## src/rtl/cdas_pkg.sv

```systemverilog
`timescale 1ns / 1ps
// ----------------------------------------------------------------------------
// cdas_pkg: shared types and helpers for the calendar date add/subtract block
// Holds the request and result layouts, the queue entry, operation codes and
// the Gregorian month-length and leap-year helpers.
// ----------------------------------------------------------------------------
package cdas_pkg;

	localparam int AMOUNT_BITS = 16;

	localparam logic [13:0] YEAR_MAX     = 14'd9999;
	localparam logic [13:0] YEAR_MIN     = 14'd1;
	localparam logic [3:0]  MONTH_LAST   = 4'd12;
	localparam logic [6:0]  YLO_LAST     = 7'd99;

	// floor(y / 100) as (y * 5243) >> 19, exact for any 14-bit year
	localparam logic [26:0] CENT_RECIP = 27'd5243;
	localparam int          CENT_SHIFT = 19;

	localparam int FIFO_DEPTH = 2;
	localparam int FIFO_AW    = $clog2(FIFO_DEPTH);

	localparam logic [2:0] FN_ADD_DAYS   = 3'd0;
	localparam logic [2:0] FN_ADD_MONTHS = 3'd1;
	localparam logic [2:0] FN_ADD_YEARS  = 3'd2;
	localparam logic [2:0] FN_SUB_DAYS   = 3'd3;
	localparam logic [2:0] FN_SUB_MONTHS = 3'd4;
	localparam logic [2:0] FN_SUB_YEARS  = 3'd5;

	typedef enum logic [1:0] {
		STAT_OK      = 2'd0,
		STAT_INVALID = 2'd1,
		STAT_RANGE   = 2'd2
	} status_t;

	typedef enum logic [2:0] {
		OP_ECHO,
		OP_INVALID,
		OP_DAYS,
		OP_MONTHS,
		OP_YEARS
	} op_t;

	typedef struct packed {
		logic [2:0]             func;
		logic [AMOUNT_BITS-1:0] amount;
		logic [4:0]             in_day;
		logic [3:0]             in_month;
		logic [13:0]            in_year;
	} req_t;

	typedef struct packed {
		logic [4:0]  out_day;
		logic [3:0]  out_month;
		logic [13:0] out_year;
		logic [1:0]  status;
	} rsp_t;

	// Classified request as it waits between the front and the back.
	typedef struct packed {
		op_t                    op;
		logic                   sub;
		logic [AMOUNT_BITS-1:0] amount;
		logic [4:0]             day;
		logic [3:0]             month;
		logic [13:0]            year;
		logic [6:0]             yhi;
		logic [6:0]             ylo;
	} ent_t;

	// Leap rule on a year split into century and year within century.
	function automatic logic is_leap(input logic [6:0] yhi, input logic [6:0] ylo);
		logic leap;
		if (ylo == 7'd0) begin
			leap = (yhi[1:0] == 2'd0);
		end else begin
			leap = (ylo[1:0] == 2'd0);
		end
		return leap;
	endfunction

	function automatic logic [4:0] month_days(input logic [3:0] month, input logic leap);
		logic [4:0] len;
		case (month) inside
			4'd2: begin
				len = leap ? 5'd29 : 5'd28;
			end
			4'd4, 4'd6, 4'd9, 4'd11: begin
				len = 5'd30;
			end
			default: begin
				len = 5'd31;
			end
		endcase
		return len;
	endfunction

endpackage

```

## src/rtl/cdas_front.sv

```systemverilog
`timescale 1ns / 1ps
// ----------------------------------------------------------------------------
// cdas_front: request intake and classification
// Registers a request, splits the year into century and remainder, checks
// the date and pushes a classified entry into the queue.
// ----------------------------------------------------------------------------
module cdas_front (
	input  logic           clk,
	input  logic           arst_n,
	input  logic           start,
	input  cdas_pkg::req_t req,
	output logic           busy,
	output logic           push,
	output cdas_pkg::ent_t ent,
	input  logic           full
);
	import cdas_pkg::*;

	logic        vld_s1;
	req_t        req_s1;
	logic [7:0]  cent_s1;
	logic [26:0] cent_prod;
	logic [13:0] cent_x100;
	logic [13:0] lo_full;
	logic [6:0]  ylo;
	logic        leap;
	logic        date_ok;
	logic        take;

	assign take      = start && !busy;
	assign cent_prod = 27'(req.in_year) * CENT_RECIP;

	always_ff @(posedge clk or negedge arst_n) begin
		if (!arst_n) begin
			vld_s1 <= 1'b0;
		end else if (take) begin
			vld_s1 <= 1'b1;
		end else if (push) begin
			vld_s1 <= 1'b0;
		end
	end

	always_ff @(posedge clk) begin
		if (take) begin
			req_s1  <= req;
			cent_s1 <= cent_prod[CENT_SHIFT +: 8];
		end
	end

	always_comb begin
		cent_x100 = (14'(cent_s1) << 6) + (14'(cent_s1) << 5) + (14'(cent_s1) << 2);
		lo_full   = req_s1.in_year - cent_x100;
		ylo       = lo_full[6:0];
		leap      = is_leap(cent_s1[6:0], ylo);
		date_ok   = (req_s1.in_month != 4'd0) && (req_s1.in_month <= MONTH_LAST)
			&& (req_s1.in_year >= YEAR_MIN) && (req_s1.in_year <= YEAR_MAX)
			&& (req_s1.in_day != 5'd0)
			&& (req_s1.in_day <= month_days(req_s1.in_month, leap));

		ent.sub    = (req_s1.func >= FN_SUB_DAYS);
		ent.amount = req_s1.amount;
		ent.day    = req_s1.in_day;
		ent.month  = req_s1.in_month;
		ent.year   = req_s1.in_year;
		ent.yhi    = cent_s1[6:0];
		ent.ylo    = ylo;
		if (!date_ok) begin
			ent.op = OP_INVALID;
		end else begin
			unique case (req_s1.func) inside
				FN_ADD_DAYS, FN_SUB_DAYS:     ent.op = OP_DAYS;
				FN_ADD_MONTHS, FN_SUB_MONTHS: ent.op = OP_MONTHS;
				FN_ADD_YEARS, FN_SUB_YEARS:   ent.op = OP_YEARS;
				default:                      ent.op = OP_ECHO;
			endcase
		end
	end

	assign push = vld_s1 && !full;
	assign busy = vld_s1 && full;

endmodule

```

## src/rtl/cdas_fifo.sv

```systemverilog
`timescale 1ns / 1ps
// ----------------------------------------------------------------------------
// cdas_fifo: short queue of classified requests
// Decouples the intake stage from the sequential date engine.
// ----------------------------------------------------------------------------
module cdas_fifo (
	input  logic           clk,
	input  logic           arst_n,
	input  logic           push,
	input  cdas_pkg::ent_t wdata,
	output logic           full,
	input  logic           pop,
	output cdas_pkg::ent_t rdata,
	output logic           empty
);
	import cdas_pkg::*;

	ent_t               mem_q [FIFO_DEPTH];
	logic [FIFO_AW-1:0] wptr_q;
	logic [FIFO_AW-1:0] rptr_q;
	logic [FIFO_AW:0]   cnt_q;

	assign full  = (cnt_q == (FIFO_AW+1)'(FIFO_DEPTH));
	assign empty = (cnt_q == '0);
	assign rdata = mem_q[rptr_q];

	always_ff @(posedge clk or negedge arst_n) begin
		if (!arst_n) begin
			wptr_q <= '0;
			rptr_q <= '0;
			cnt_q  <= '0;
		end else begin
			if (push) begin
				wptr_q <= (wptr_q == FIFO_AW'(FIFO_DEPTH - 1)) ? '0 : wptr_q + 1'b1;
			end
			if (pop) begin
				rptr_q <= (rptr_q == FIFO_AW'(FIFO_DEPTH - 1)) ? '0 : rptr_q + 1'b1;
			end
			if (push && !pop) begin
				cnt_q <= cnt_q + 1'b1;
			end else if (pop && !push) begin
				cnt_q <= cnt_q - 1'b1;
			end
		end
	end

	always_ff @(posedge clk) begin
		if (push) begin
			mem_q[wptr_q] <= wdata;
		end
	end

endmodule

```

## src/rtl/cdas_back.sv

```systemverilog
`timescale 1ns / 1ps
// ----------------------------------------------------------------------------
// cdas_back: sequential date engine
// Walks the date one day, one month, one year or one century per cycle
// until the amount is used up (then clamps the day) or the year leaves its range, and issues the result.
// ----------------------------------------------------------------------------
module cdas_back (
	input  logic           clk,
	input  logic           arst_n,
	input  logic           empty,
	input  cdas_pkg::ent_t ent,
	output logic           pop,
	output logic           done,
	output cdas_pkg::rsp_t rsp
);
	import cdas_pkg::*;

	typedef enum logic {S_IDLE, S_RUN} state_t;

	state_t                 state_q;
	logic                   done_q;
	rsp_t                   rsp_q;
	ent_t                   ent_q;
	logic [4:0]             day_q;
	logic [3:0]             mon_q;
	logic [13:0]            yr_q;
	logic [6:0]             yhi_q;
	logic [6:0]             ylo_q;
	logic [AMOUNT_BITS-1:0] rem_q;

	logic                   leap_now;
	logic [4:0]             md;
	logic [4:0]             cl_day;
	logic [4:0]             n_day;
	logic [3:0]             n_mon;
	logic [13:0]            n_yr;
	logic [6:0]             n_hi;
	logic [6:0]             n_lo;
	logic [AMOUNT_BITS-1:0] n_rem;
	logic                   yinc;
	logic                   ydec;
	logic                   big;
	logic                   oob;
	logic                   last;

	assign pop      = (state_q == S_IDLE) && !empty;
	assign leap_now = is_leap(yhi_q, ylo_q);
	assign md       = month_days(mon_q, leap_now);
	assign cl_day   = (day_q > md) ? md : day_q;
	assign last     = (rem_q == '0);

	always_comb begin
		n_day = day_q;
		n_mon = mon_q;
		n_yr  = yr_q;
		n_hi  = yhi_q;
		n_lo  = ylo_q;
		n_rem = rem_q - 1'b1;
		yinc  = 1'b0;
		ydec  = 1'b0;
		big   = 1'b0;
		oob   = 1'b0;

		case (ent_q.op)
			OP_DAYS: begin
				if (!ent_q.sub) begin
					if (day_q < md) begin
						n_day = day_q + 1'b1;
					end else begin
						n_day = 5'd1;
						if (mon_q != MONTH_LAST) begin
							n_mon = mon_q + 1'b1;
						end else begin
							n_mon = 4'd1;
							yinc  = 1'b1;
						end
					end
				end else if (day_q != 5'd1) begin
					n_day = day_q - 1'b1;
				end else if (mon_q != 4'd1) begin
					n_mon = mon_q - 1'b1;
					n_day = month_days(mon_q - 4'd1, leap_now);
				end else begin
					n_mon = MONTH_LAST;
					n_day = 5'd31;
					ydec  = 1'b1;
				end
			end
			OP_MONTHS: begin
				if (rem_q >= AMOUNT_BITS'(12)) begin
					n_rem = rem_q - AMOUNT_BITS'(12);
					yinc  = !ent_q.sub;
					ydec  = ent_q.sub;
				end else if (!ent_q.sub) begin
					if (mon_q != MONTH_LAST) begin
						n_mon = mon_q + 1'b1;
					end else begin
						n_mon = 4'd1;
						yinc  = 1'b1;
					end
				end else if (mon_q != 4'd1) begin
					n_mon = mon_q - 1'b1;
				end else begin
					n_mon = MONTH_LAST;
					ydec  = 1'b1;
				end
			end
			OP_YEARS: begin
				big = (rem_q >= AMOUNT_BITS'(100));
				if (big) begin
					n_rem = rem_q - AMOUNT_BITS'(100);
				end
				yinc = !ent_q.sub;
				ydec = ent_q.sub;
			end
			default: begin
			end
		endcase

		// Whole centuries move only the upper part of the split year.
		if (yinc) begin
			if (big) begin
				oob  = (yr_q > YEAR_MAX - 14'd100);
				n_yr = yr_q + 14'd100;
				n_hi = yhi_q + 1'b1;
			end else begin
				oob  = (yr_q == YEAR_MAX);
				n_yr = yr_q + 1'b1;
				if (ylo_q == YLO_LAST) begin
					n_lo = 7'd0;
					n_hi = yhi_q + 1'b1;
				end else begin
					n_lo = ylo_q + 1'b1;
				end
			end
		end else if (ydec) begin
			if (big) begin
				oob  = (yr_q <= 14'd100);
				n_yr = yr_q - 14'd100;
				n_hi = yhi_q - 1'b1;
			end else begin
				oob  = (yr_q == YEAR_MIN);
				n_yr = yr_q - 1'b1;
				if (ylo_q == 7'd0) begin
					n_lo = YLO_LAST;
					n_hi = yhi_q - 1'b1;
				end else begin
					n_lo = ylo_q - 1'b1;
				end
			end
		end
	end

	always_ff @(posedge clk or negedge arst_n) begin
		if (!arst_n) begin
			state_q <= S_IDLE;
			done_q  <= 1'b0;
			rsp_q   <= '0;
		end else begin
			done_q <= 1'b0;
			unique case (state_q)
				S_IDLE: begin
					if (!empty) begin
						case (ent.op)
							OP_INVALID: begin
								done_q <= 1'b1;
								rsp_q  <= '{ent.day, ent.month, ent.year, STAT_INVALID};
							end
							OP_ECHO: begin
								done_q <= 1'b1;
								rsp_q  <= '{ent.day, ent.month, ent.year, STAT_OK};
							end
							default: begin
								state_q <= S_RUN;
							end
						endcase
					end
				end
				S_RUN: begin
					if (last) begin
						done_q  <= 1'b1;
						rsp_q   <= '{cl_day, mon_q, yr_q, STAT_OK};
						state_q <= S_IDLE;
					end else if (oob) begin
						// The walk is monotone, so leaving the year range is final.
						done_q  <= 1'b1;
						rsp_q   <= '{ent_q.day, ent_q.month, ent_q.year, STAT_RANGE};
						state_q <= S_IDLE;
					end
				end
				default: begin
					state_q <= S_IDLE;
				end
			endcase
		end
	end

	always_ff @(posedge clk) begin
		if (pop) begin
			ent_q <= ent;
			day_q <= ent.day;
			mon_q <= ent.month;
			yr_q  <= ent.year;
			yhi_q <= ent.yhi;
			ylo_q <= ent.ylo;
			rem_q <= ent.amount;
		end else if (state_q == S_RUN && !last) begin
			day_q <= n_day;
			mon_q <= n_mon;
			yr_q  <= n_yr;
			yhi_q <= n_hi;
			ylo_q <= n_lo;
			rem_q <= n_rem;
		end
	end

	assign done = done_q;
	assign rsp  = rsp_q;

endmodule

```

## src/rtl/calendar_date_add_subtract.sv

```systemverilog
`timescale 1ns / 1ps
// Each accepted request passes the intake register and the queue to the date engine, which answers
// an invalid date or an unused func code from its idle state and otherwise walks the amount in steps
// of days for days, years then months for months and centuries then years for years, one per cycle.
// Throughput is one request per engine walk; a two-entry queue lets up to three requests wait.
// Asynchronous active-low reset clears the queue and the engine; done pulses cannot be stalled.
// ----------------------------------------------------------------------------
// calendar_date_add_subtract: Gregorian date add/subtract
// Intake stage, request queue and sequential date engine.
// ----------------------------------------------------------------------------
module calendar_date_add_subtract (
	input  logic           clk,
	input  logic           arst_n,
	input  logic           start,
	input  cdas_pkg::req_t req,
	output logic           busy,
	output logic           done,
	output cdas_pkg::rsp_t rsp
);
	import cdas_pkg::*;

	ent_t push_ent;
	ent_t pop_ent;
	logic push;
	logic pop;
	logic full;
	logic empty;

	cdas_front u_front (
		.clk    (clk),
		.arst_n (arst_n),
		.start  (start),
		.req    (req),
		.busy   (busy),
		.push   (push),
		.ent    (push_ent),
		.full   (full)
	);

	cdas_fifo u_fifo (
		.clk    (clk),
		.arst_n (arst_n),
		.push   (push),
		.wdata  (push_ent),
		.full   (full),
		.pop    (pop),
		.rdata  (pop_ent),
		.empty  (empty)
	);

	cdas_back u_back (
		.clk    (clk),
		.arst_n (arst_n),
		.empty  (empty),
		.ent    (pop_ent),
		.pop    (pop),
		.done   (done),
		.rsp    (rsp)
	);

endmodule

```

## config.mk

```make
export PLATFORM = sky130hd
export DESIGN_NAME = calendar_date_add_subtract
export DESIGN_NICKNAME = d
export VERILOG_FILES = /design/src/rtl/cdas_pkg.sv /design/src/rtl/cdas_front.sv /design/src/rtl/cdas_fifo.sv /design/src/rtl/cdas_back.sv /design/src/rtl/calendar_date_add_subtract.sv
export SDC_FILE = /design/constraint.sdc
export NUM_CORES = 1
export LEC_CHECK = 0
export BUFFER_PORTS_ARGS = -buffer_cell sky130_fd_sc_hd__buf_2
export CORE_MARGIN = 5
export CORE_UTILIZATION = 63
export DETAILED_ROUTE_END_ITERATION = 16
export GPL_TIMING_DRIVEN = 0
export HOLD_SLACK_MARGIN = 0.05
export PLACE_DENSITY = 0.81
export REMOVE_ABC_BUFFERS = 1
export SETUP_SLACK_MARGIN = 0.5
export SYNTH_ARGS = -nofsm -noshare
export SYNTH_HDL_FRONTEND = slang
export SYNTH_SLANG_ARGS = --single-unit
```

## constraint.sdc

```tcl
create_clock -name clk -period 4.4 [get_ports clk]
set_clock_uncertainty 0.15 [all_clocks]
set_input_delay 0.44 -clock clk [delete_from_list [all_inputs] [get_ports clk]]
set_output_delay 0.44 -clock clk [all_outputs]
set_load 0.02 [all_outputs]
```

Word-level counts from Yosys, hierarchy flattened
Memories as Yosys holds them, arrays and structs flattened.
Index checks and enable logic that the tools add are counted.
- $add $sub $neg: 22
- multipliers: 1
- order comparisons: 11
- equal/unequal tests: 40
- multiplexer cells: 97
- bitwise operators: 1
- reduce and logical (&&, ||, !) cells: 51
- operator list (cell ; number):
    7-bit two-way mux ; 16
    25-bit case mux with 2 select lines ; 2
    14-bit two-way mux ; 6
    25-bit two-way mux ; 3
    16-bit two-way mux ; 4
    5-bit two-way mux ; 11
    1-bit two-way mux ; 36
    4-bit two-way mux ; 9
    16-bit case mux with 2 select lines ; 1
    14-bit by 13-bit multiplier with 26-bit output (second input constant) ; 1
    4-bit by 3-bit == test with 1-bit output (second input constant) ; 6
    4-bit == test (second input constant) ; 6
    16-bit by 4-bit greater-or-equal comparator with 1-bit output (second input constant) ; 1
    16-bit by 7-bit greater-or-equal comparator with 1-bit output (second input constant) ; 1
    16-bit zero test ; 1
    16-bit by 1-bit subtractor with 16-bit output (second input constant) ; 1
    16-bit by 4-bit subtractor with 16-bit output (second input constant) ; 1
    16-bit by 7-bit subtractor with 16-bit output (second input constant) ; 1
    3-bit inequality test (second input constant) ; 5
    14-bit by 1-bit adder with 14-bit output (second input constant) ; 1
    14-bit by 7-bit adder with 14-bit output (second input constant) ; 1
    7-bit by 1-bit adder with 7-bit output (second input constant) ; 2
    7-bit adder ; 2
    14-bit by 1-bit == test with 1-bit output (second input constant) ; 1
    54 further kinds ; 104
- register bits after elaboration: 161
- RAM bits: 114
- bits of input ports: 45
- output and inout bits: 27
- word-level logic and storage cells: 251
- memories kept: 1
- memories (name ; words ; width ; rd ports ; clocked after memory_dff ; write ports ; line ; source):
    u_fifo.mem_q ; 2 ; 57 ; 1 ; 0 ; 1 ; cdas_fifo.sv:18 ; ent_t mem_q [FIFO_DEPTH];

Depth between registers and ports, before layout
Gate-level depths: netlist of the first run.
- word-level depth: 12
- gate-level depth with buffers: 17
- gate-level depth less buffers: 17

Hierarchy
From an unflattened synthesis of the first run, not the netlist that was laid out.
- cells, all modules: 1507
- area total of the unflattened synthesis: 17334.1 sq um
- by module, submodules not included (module ; times used ; cells each ; area each (sq um) ; sequential area each (sq um)):
    cdas_back ; 1 ; 810 ; 7369.6 ; 2927.8
    cdas_front ; 1 ; 504 ; 5589.1 ; 1496.4
    cdas_fifo ; 1 ; 193 ; 4375.4 ; 3523.4

Worst setup path before layout of the first run
Ideal clock, no wire load.
- path type: input-to-reg
- start point: in req[10] in the netlist's numbering
- end point: reg u_front.cent_s1[4] (data pin)
- setup time: 260 ps
- arrival time: 4601 ps
- data required time: 3990 ps
- slack: -611 ps
- stages on the path: 17
- path buffers: 0
- cell sequence: fa_1 > ha_1 > inv_1 > fa_1 > inv_1 > fa_1 > inv_1 > fa_1 > inv_1 > ha_1 > a211oi_1 > nand2_1 > a311oi_1 > o211ai_1 > or4_1 > a31oi_1 > xnor2_1
- longest elaborated chain between the ends: 1
- ends and longest elaborated chain (what ; line ; source):
    from (decl) ; calendar_date_add_subtract.sv:15 ; input cdas_pkg::req_t req,
    14-bit by 13-bit multiplier with 26-bit output ; cdas_front.sv:31 ; assign cent_prod = 27'(req.in_year) * CENT_RECIP;
    named net u_front.cent_prod[23] ; cdas_front.sv:22 ; logic [26:0] cent_prod;
    to (signal assigned) ; cdas_front.sv:46 ; cent_s1 <= cent_prod[CENT_SHIFT +: 8];
    to (decl) ; cdas_front.sv:21 ; logic [7:0] cent_s1;
The timed path passes the listed nets, and every way through them passes these cells.
A chain may end at the register's enable or synchronous reset.

Worst setup path in the final report of the first run
- start point: in req[11] in the netlist's numbering
- end point: reg u_front.cent_s1[2] (data pin)
Same word-level chain as after synthesis.

==> impl_metrics.yaml, run 1 <==
power_and_ir_drop:
  peakVddDrop_uv: 519
  power_leakage_uw: 0.00751
  pwr_density_cell_nw_per_um2: 689
sta:
  rsz0062_at_grt: "yes"
  max_freq_mhz: 212
  setup_slack_ns: -0.311
  setup_viol: 5
  tightest_slew_ns: 1.10
  layout_min_cycle_time_ns: 4.71
  relSlewSlack_pct: 25.9
  drv_slew: 0
  fin_crit_sh_pct: 107
  tns_ns: -1.09
  hold_viol_final: 0
  whs_ns: 0.0762
floorplan:
  rows: 58
  dieWidth_um: 169
  start_util_pct: 63.8
  ioPinCount: 72
  die_height_um: 169
  dieArea_sq_um: 28700
  coreArea_sq_um: 25100
layout:
  syn_to_final_growth_pct: 15.6
  postLayoutCoreUtil_pct: 73.7
  final_cell_mix: "edfxtp_1, inv_1, ha_1"
  nNetsFinal: 1739
  n_antenna_cell: 0
  final_common_cell: "edfxtp_1"
  fillerInstances: 1628
  drive_above_1_share_pct: 18.7
setup_path:
  r2r_end: "u_back.ylo_q[3]"
  endpoint: "u_front.cent_s1[2]"
  crit_path_end_kind: "flip-flop"
  worstPathMaxFanout: 6
  required_ns: 4.55
  r2r_cells: 12
  arrival_ns: 4.86
  path_class: "primary input to flip-flop"
  reg2reg_slack_ns: 0.58
  crit_start: "req[11]"
  crit_path_start_kind: "primary input"
  rr_startpoint: "u_back.ylo_q[2]"
logic_synthesis:
  async_flop_share_pct: 12.6
  synthFlopType: "edfxtp_1"
  synth-seq-cells: 254
  syn_area_sq_um: 16000
  synthXorXnorAreaFrac_pct: 3.28
  yosysWarnings: 0
  synth_edf_count: 222
  synth-simple-area-share_pct: 11.1
  synth_seq_area_share_pct: 46.6
  synth_top_family_by_area: "adder cells"
  synthAdderAreaFrac_pct: 17.4
  muxShareOfSynthArea_pct: 6.11
  synth_compound_area_share_pct: 10.3
  synth_cells: 1392
  synth.avg_cell_area_sq_um: 11.5
  synthDistinctLibCells: 80
cts:
  clkLatencyLatePin_ns: 0.52
  clockRootBuffer: "clkbuf_16"
  htree_levels: 1
  cts_tree: "built"
  cts_buffers: 25
  clkTransAtPathRegs_ns: 0.06
  cts_sinks: 254
  clockBufferDepth: 3
grt:
  busiest_layer: "met2"
  grt_use_met2_pct: 47.1
  antenna_found_initial: 0
  grt_pass1_wl_um: 61100
  grt_pass1_vias: 11642
  track_usage_pct: 26.5
  use_met1_pct: 32.8
  grt_use_met3_pct: 3.56
  grt_start_max_net_pins: 63
  grt_overflow: 0
detailed_routing:
  num_vias: 11417
  detail-route-antenna-nets: 0
  routedWlPerCell_um: 20.6
  vias_per_cell: 6.14
  drt-total-wl_um: 38300
  drc: 0
  drtPass1Iterations: 6
  drt_iter0_drc: 1055
worst_hold_path:
  hold_path.class: "primary input to flip-flop"
run_status:
  violations: "negative setup slack"
  status: "finished with violations"
placement:
  portBuffers: 71
  gp_congestion: 0.907
  place_hpwl_um: 25200
  dpl_worst_slack_ns: -1.18
flow_run:
  cap_violations: 0
## how the worst min path moves through the flow
stage / start / endpoint / slack [ns] / cells after the start
CTS: req[7] / u_front.ent[21] / 0.06 / 1
global route: req[1] / u_front.ent[15] / 0.08 / 1
floorplan: arst_n / u_back.done / -0.006 / 0
finish: req[7] / u_front.ent[21] / 0.08 / 1
detailed placement: u_front.ent[39] / u_fifo.mem_q[0][39] / 0.28 / 0
global placement: u_front.ent[37] / u_fifo.mem_q[0][37] / 0.28 / 0
## sequential cells by signal, indices dropped and copies added (netlist names)
name,count
u_front.req_s1,3
u_front.ent,39
u_fifo.wptr_q,1
u_fifo.mem_q,100
u_back.ent_q,27
u_front.vld_s1,1
u_back.day_q,5
u_back.rsp,25
u_back.mon_q,4
u_back.yr_q,14
u_front.cent_s1,5
u_fifo.cnt_q,2
u_fifo.rptr_q,1
u_back.rem_q,16
u_back.ylo_q,7
u_back.state_q,1
u_back.yhi_q,2
u_back.done,1
## timing repair
item,CTS,global route
buffers inserted,13,21
pin swaps,38,31
resized for setup,68,23
setup endpoints to repair,83,50
hold endpoints to repair,70,0
hold buffers,39,0
gates cloned,2,0
## layer usage
metal  vias up  share of wire (%)
li1       5256                  -
met1      5589                 38
met2       460                 52
met3       112                6.0
met4         0                4.5
met5         -                  0
## synthesized netlist by cell type (34+ instances only)
| master | count | area (sq um) |
|---|---|---|
| edfxtp_1 | 222 | 6670 |
| nand2_1 | 102 | 383 |
| inv_1 | 141 | 529 |
| clkbuf_1 | 40 | 150 |
| fa_1 | 62 | 1240 |
| ha_1 | 123 | 1540 |
| mux2_2 | 34 | 383 |
| a21oi_1 | 44 | 220 |
| o21ai_0 | 53 | 265 |
| xnor2_1 | 44 | 385 |
| nor2_1 | 101 | 379 |
| a31oi_1 | 37 | 231 |
## cells by family after synthesis
family | count (synthesis)
xor+xnor | 60
flops | 254
simple gates | 359
compound gates | 246
fa+ha+maj | 185
buf+inv | 204
mux | 84
## area by class of cell
type / count / area (sq um) / area share [%]
multi-input cells: 936 / 8120 / 43.9
flip-flops and latches: 254 / 7470 / 40.4
repair buffers: 151 / 1200 / 6.47
clock buffers: 39 / 688 / 3.72
inverters: 141 / 532 / 2.87
well taps: 330 / 413 / 2.23
clock inverters: 7 / 87.6 / 0.473
## critical path, stage by stage
cell and delay (ns):
buf_12 0.12, buf_12 0.12, ha_4 0.28, fa_1 0.44, fa_1 0.50, fa_1 0.49, inv_1 0.05, fa_1 0.55
inv_1 0.06, ha_1 0.27, nand4_1 0.17, buf_4 0.20, a211oi_4 0.29, nand4_1 0.14, o211ai_1 0.17, buf_4 0.18
o31ai_1 0.08, xnor2_1 0.30
## stage by stage
step / cell area (sq um) / instances / total power (uW)
2_1_floorplan: 15700 / 1329 / 8180
3_3_place_gp: 16500 / 1730 / 9430
3_5_place_dp: 16600 / 1737 / 9710
4_1_cts: 18200 / 1837 / 12300
5_1_grt: 18500 / 1858 / 13600
6_report: 18500 / 1858 / 12800
## power by group
part / total [uW] / internal [uW] / switching [uW] / leakage (uW)
sequential: 4560 / 3800 / 761 / 0.00247
combinational: 6160 / 2710 / 3450 / 0.00466
clock: 2040 / 1190 / 854 / 0.000377
Power figures use the tool's default switching activity.
==> run 2, diff against run 1 <==
GPL_TIMING_DRIVEN = default   (was 0)
==> impl_metrics.yaml, run 2 (same netlist as run 1, synthesis figures left out) <==
run_status:
  status: "finished with violations"
  violations: "negative setup slack"
sta:
  setup_viol: 5
  fin_crit_sh_pct: 106
  max_freq_mhz: 215
  relSlewSlack_pct: 31.3
  layout_min_cycle_time_ns: 4.65
  tightest_slew_ns: 1.03
  drv_slew: 0
  setup_slack_ns: -0.255
  hold_viol_final: 0
  rsz0062_at_grt: "yes"
grt:
  grt_start_max_net_pins: 62
  track_usage_pct: 26.4
  antenna_found_initial: 0
  grt_pass1_vias: 11822
  grt_pass1_wl_um: 61000
  grt_overflow: 0
setup_path:
  crit_path_end_kind: "flip-flop"
  arrival_ns: 4.76
  required_ns: 4.51
  crit_path_start_kind: "primary input"
  path_class: "primary input to flip-flop"
  worstPathMaxFanout: 4
detailed_routing:
  vias_per_cell: 6.01
  topRoutingLayerUsed: "met4"
  drt_iter0_drc: 1198
  drc: 0
  wl_met2_um: 20300
  detail-route-antenna-nets: 0
  met1_length_um: 14700
  drtPass1Iterations: 8
  met3WireLength_um: 2000
  drt-total-wl_um: 38300
  num_vias: 11540
  routedWlPerCell_um: 19.9
layout:
  n_antenna_cell: 0
  syn_to_final_growth_pct: 18.0
  largest_register: "u_fifo.mem_q"
  final_cell_mix: "edfxtp_1, inv_1, ha_1"
  drive_above_1_share_pct: 22.9
  final_cell_area_sq_um: 18900
  postLayoutCoreUtil_pct: 75.2
  largest_reg_flops: 100
  nNetsFinal: 1800
  final_common_cell: "edfxtp_1"
floorplan:
  dieWidth_um: 169
  rows: 58
  die_height_um: 169
  ioPinCount: 72
  coreArea_sq_um: 25100
  dieArea_sq_um: 28700
  start_util_pct: 63.8
cts:
  clkTransAtPathRegs_ns: 0.06
  clockRootBuffer: "clkbuf_16"
  htree_levels: 1
  cts_tree: "built"
  clkLatencyLatePin_ns: 0.53
  clockBufferDepth: 3
  cts_buffers: 26
  cts_sinks: 254
power_and_ir_drop:
  pwr_density_cell_nw_per_um2: 681
  peakVddDrop_uv: 502
  finalPower_uw: 12900
  power_leakage_uw: 0.00778
placement:
  place_hpwl_um: 26800
  gp_congestion: 0.938
  portBuffers: 71
  placed_area_sq_um: 17200
flow_run:
  cap_violations: 0
worst_hold_path:
  hold_path.class: "primary input to flip-flop"
## run 2: per-layer routing
metal,GRT usage [%],vias up
met5,0,-
met4,8.65,0
met3,2.87,82
met2,48.9,438
met1,32.2,5659
li1,-,5361
## run 2: area by class of cell
cell class | instances | area, sq um
Sequential cell | 254 | 7470
Fill cell | 1613 | 6220
Multi-Input combinational cell | 934 | 8050
Tap cell | 330 | 413
Clock inverter | 14 | 92.6
Clock buffer | 34 | 712
Timing Repair Buffer | 213 | 1620
Inverter | 141 | 529
## run 2: metrics by stage
stage | TNS, ns | hold WS, ns | cells | setup WS (ns)
2_1_floorplan | -1.42 | -0.00559 | 1329 | -0.611
3_3_place_gp | -3.20 | 0.278 | 1818 | -0.841
3_5_place_dp | -3.73 | 0.282 | 1818 | -0.971
4_1_cts | -0.176 | 0.0625 | 1909 | -0.160
5_1_grt | -1.77 | 0.0676 | 1920 | -0.396
6_report | -1.05 | 0.0784 | 1920 | -0.255
## run 2: final timing paths
kind,slack [ns],start,depth (start not counted),endpoint
worst min-delay path,0.08,req[10],2,u_front.ent[24]
worst max register to register,0.62,u_back.ylo_q[2],13,u_back.rsp[11]
worst max-delay path,-0.25,req[10],18,u_front.cent_s1[4]
max in group asynchronous,3.02,arst_n,2,u_fifo.rptr_q
worst min register to register,0.30,u_front.ent[46],0,u_fifo.mem_q[0][46]
min in group asynchronous,0.44,arst_n,2,u_back.rsp[2]
## run 2: what timing repair did
item,CTS,global route
setup endpoints to repair,40,65
hold endpoints to repair,61,0
setup buffers,13,11
cloned,0,0
hold buffers,30,0
gates resized for setup,64,24
pin swaps,59,17
## run 2: worst max-delay path, stage by stage
cell and delay [ns]:
buf_8 0.11, buf_6 0.12, buf_12 0.12, ha_4 0.26, fa_1 0.44, fa_1 0.51, inv_1 0.06, fa_1 0.46
fa_1 0.53, inv_2 0.05, ha_4 0.22, a21oi_2 0.14, a21oi_2 0.07, a311oi_2 0.23, o211ai_1 0.18, or4_4 0.48
a31oi_4 0.23, xnor2_1 0.11
## run 2: where the power goes
part,switching (uW),internal [uW]
Sequential,648,3800
Combinational,3510,2830
Clock,916,1150
